$ cat src/sv/krat_ram.sv
// Generic single-write, single-read RAM with registered read data.
module krat_ram #(
  parameter int WIDTH = 8,
  parameter int DEPTH = 16
) (
  input  logic                                   clk_i,
  input  logic                                   we_i,
  input  logic [((DEPTH > 1) ? $clog2(DEPTH) : 1)-1:0] waddr_i,
  input  logic [WIDTH-1:0]                       wdata_i,
  input  logic                                   re_i,
  input  logic [((DEPTH > 1) ? $clog2(DEPTH) : 1)-1:0] raddr_i,
  output logic [WIDTH-1:0]                       rdata_o
);
  logic [WIDTH-1:0] mem_q [DEPTH];

  always_ff @(posedge clk_i) begin
    if (we_i) begin
      mem_q[waddr_i] <= wdata_i;
    end
    if (re_i) begin
      rdata_o <= mem_q[raddr_i];
    end
  end
endmodule

$ cat config.mk
export PLATFORM = sky130hd
export DESIGN_NAME = krat_ram
export DESIGN_NICKNAME = d
export VERILOG_FILES = /design/src/sv/krat_ram.sv
export SDC_FILE = /design/constraint.sdc
export NUM_CORES = 1
export LEC_CHECK = 0
export ABC_CLOCK_PERIOD_IN_PS = 6100
export BUFFER_PORTS_ARGS = -buffer_cell sky130_fd_sc_hd__buf_4
export CELL_PAD_IN_SITES_DETAIL_PLACEMENT = 0
export CELL_PAD_IN_SITES_GLOBAL_PLACEMENT = 2
export CORE_MARGIN = 4
export CORE_UTILIZATION = 45
export DETAILED_ROUTE_END_ITERATION = 8
export GPL_TIMING_DRIVEN = 1
export HOLD_SLACK_MARGIN = 0.03
export PLACE_DENSITY = 0.85
export SYNTH_ARGS = -nofsm -noshare
export SYNTH_HDL_FRONTEND = slang
export SYNTH_SLANG_ARGS = --single-unit
export TNS_END_PERCENT = 10
$ cat constraint.sdc
create_clock -name clk_i -period 6.1 [get_ports clk_i]
set_clock_uncertainty 0.05 [all_clocks]
set_input_delay 1.22 -clock clk_i [delete_from_list [all_inputs] [get_ports clk_i]]
set_output_delay 1.22 -clock clk_i [all_outputs]
set_load 0.05 [all_outputs]
==> impl_metrics.csv <==
group,metric,value,unit
clock_tree,cts.sinks,136,
routing,drt-vias-per-instance,5.76,
synthesis,syn_inst,229,
die,design.die.area,0.0134,sq mm
critical_path,cp-start-kind,"input port",
clock_tree,clk_pin_slew_worst_paths,0.06,ns
die,coreArea,0.0114,sq mm
pwr,total_leakage_power,2.02,nW
die,rows,39,
cells_and_area,fin_util,53.4,%
clock_tree,clk_path_buf_depth,2,
synthesis,async_flop_share,0,%
die,pin_count,27,
clock_tree,cts_tree,"yes",
critical_path,ff2ff_path_depth,3,
global_routing,grt_overflow,0,
cells_and_area,area_growth,16.7,%
synthesis,synth_common_cells,"136 x edfxtp_1, 18 x mux4_2, 16 x a22oi_1",
synthesis,yosys.area.top_type,"edfxtp_1",
critical_path,worstPathArrival,2.75,ns
flow_run,maxCapViolations,0,
outcome,status,"finished clean",
placement,preCtsSetupSlack,2.90,ns
timing,fin_crit_sh,45.4,%
timing,slew_headroom,22.0,%
timing,drv_slew,0,
pwr,power,2.15,mW
placement,hpwlAfterDp,6240,um
synthesis,synthFlopType,"edfxtp_1",
placement,place_congestion,0.707,
routing,drtPass1Iterations,4,
routing,drc,0,
synthesis,post-synth-top-count-cell,"edfxtp_1",
timing,period_needed,2.77,ns
clock_tree,cts_max_level,4,
cells_and_area,multi_input_area,0.00106,sq mm
timing,fin_hold_ws,0.691,ns
routing,wl_per_cell,24.1,um
clock_tree,holdBufCountCts,0,
synthesis,synth_seq_cells,136,
placement,portBuffers,26,
die,initial_core_util,45.8,%
min_path,hp-start,"mem_q[4][0]$_DFFE_PP_",
critical_path,required,6.07,ns
routing,final_antenna_net_count,0,
min_path,hp-class,"reg2reg",
routing,vias,2430,
cells_and_area,seqCellArea,0.00408,sq mm
routing,drt_iter0_markers,172,
critical_path,path_cells,"buf_4 > or3b_2 > nor3_1",
critical_path,cpMaxStageDelayCell,"nor3_1",
critical_path,rr_startpoint,"mem_q[1][5]$_DFFE_PP_",
synthesis,synth-edff-count,136,
critical_path,path_class,"in2reg",
cells_and_area,stdcell_count,422,
cells_and_area,nNetsFinal,285,
global_routing,grt_max_degree,33,
die,die_x,116,um
clock_tree,cts_buffers,17,
global_routing,grt_pass1_wl,15600,um
cells_and_area,nFillCells,897,
synthesis,synth_nets,248,
die,die_h,116,um
placement,dp.cells,390,
synthesis,synth_area,0.00523,sq mm
critical_path,crit_start,"waddr_i[2]",
placement,placed_area,0.00554,sq mm
clock_tree,clk_latency,0.41,ns
global_routing,antenna_found_initial,0,
synthesis,ys_top_cells_by_area,"edfxtp_1 78%, mux4_2 7.8%, mux4_1 7.0%, a22oi_1 2.3%, nor2_1 0.93%",
cells_and_area,diodes,0,
critical_path,crit_path_end_kind,"register",
timing,hold_viol_final,0,
global_routing,grt_util_all_layers,17.0,%
critical_path,slowest_delay,0.90,ns
min_path,holdPathStages,3,
clock_tree,cts_setup_buffers,0,
timing,setup_tns,0,ns
synthesis,ys_types,18,
routing,drt-total-wl,10200,um
synthesis,syn_area_per_cell,22.8,sq um
timing,fmax,361,MHz
timing,setup_violations,0,
cells_and_area,finalInstanceArea,0.00610,sq mm
synthesis,synth.yosys.seq_area_share,78.1,%
global_routing,grt_pass1_vias,2568,
clock_tree,cts_resized,0,
cells_and_area,drive_above_1_share,26.2,%
synthesis,synth_warnings,0,
critical_path,cp_max_fo,8,
pwr,p_per_area,352,mW/mm^2
pwr,peakVddDrop,0.000189,V
clock_tree,cts-root-buf,"clkbuf_16",
timing,setup_slack,3.33,ns
timing,worstMarginPinSlew,1.16,ns
timing,rsz0062_at_grt,"false",
synthesis,yosysTopAreaCellShare,78.1,%
## cells in the final DEF (no fill, tap or decap), drive strengths merged
| master | instances |
|---|---|
| buf | 28 |
| mux4 | 32 |
| nand2 | 9 |
| nor2b | 1 |
| clkinv | 11 |
| bufinv | 3 |
| nand3b | 2 |
| nor2 | 13 |
| nand2b | 2 |
| edfxtp | 136 |
| or3b | 1 |
| nand3 | 1 |
| and2 | 1 |
| and2b | 1 |
| nor3 | 4 |
| clkbuf | 18 |
| a22oi | 16 |
## registers in the layout, summed over array words and instances, names as in the netlist
| register | cells |
|---|---|
| rdata_o | 8 |
| mem_q | 128 |
## worst max-delay path, delay by kind of cell
family,cells,cell delay (ns)
simple gates,2,1.40
buf+inv,1,0.12
## path summary, 6_finish.rpt
check / slack (ns) / end
min: 0.69 / rdata_o[0]$_DFFE_PP_
max: 3.33 / mem_q[0][5]$_DFFE_PP_
min reg2reg: 0.69 / rdata_o[0]$_DFFE_PP_
max reg2reg: 4.48 / rdata_o[5]$_DFFE_PP_
## metal layers
metal / wire length (um) / part of all wire, % / track usage (%) / vias up
met5: 0 / 0 / 0 / -
met4: 102 / 1.0 / 5.80 / 0
met3: 724 / 7.1 / 5.85 / 8
met2: 5110 / 50 / 26.1 / 96
met1: 4220 / 42 / 22.9 / 1267
li1: - / - / - / 1059
## cell type report
type | instances | area share (%)
multi-input cells | 83 | 17.4
clock inverters | 14 | 2.26
flip-flops and latches | 136 | 66.9
well taps | 143 | 2.93
clock buffers | 18 | 7.03
repair buffers | 28 | 3.44
## logic make-up after synthesis
| group | count (synthesis) | synth area share [%] |
|---|---|---|
| flip-flops | 136 | 78.1 |
| AO/OA/AOI/OAI | 16 | 2.30 |
| buffers and inverters | 10 | 1.65 |
| AND/OR/NAND/NOR | 35 | 3.14 |
| multiplexers | 32 | 14.8 |
## power breakdown
group | total (mW) | switching [mW] | internal (mW) | leakage [nW]
Clock | 0.977 | 0.348 | 0.629 | 0.282
Sequential | 1.06 | 0.00638 | 1.05 | 1.24
Combinational | 0.112 | 0.0699 | 0.0425 | 0.507
Note: power is estimated with default switching activity, not from simulation.
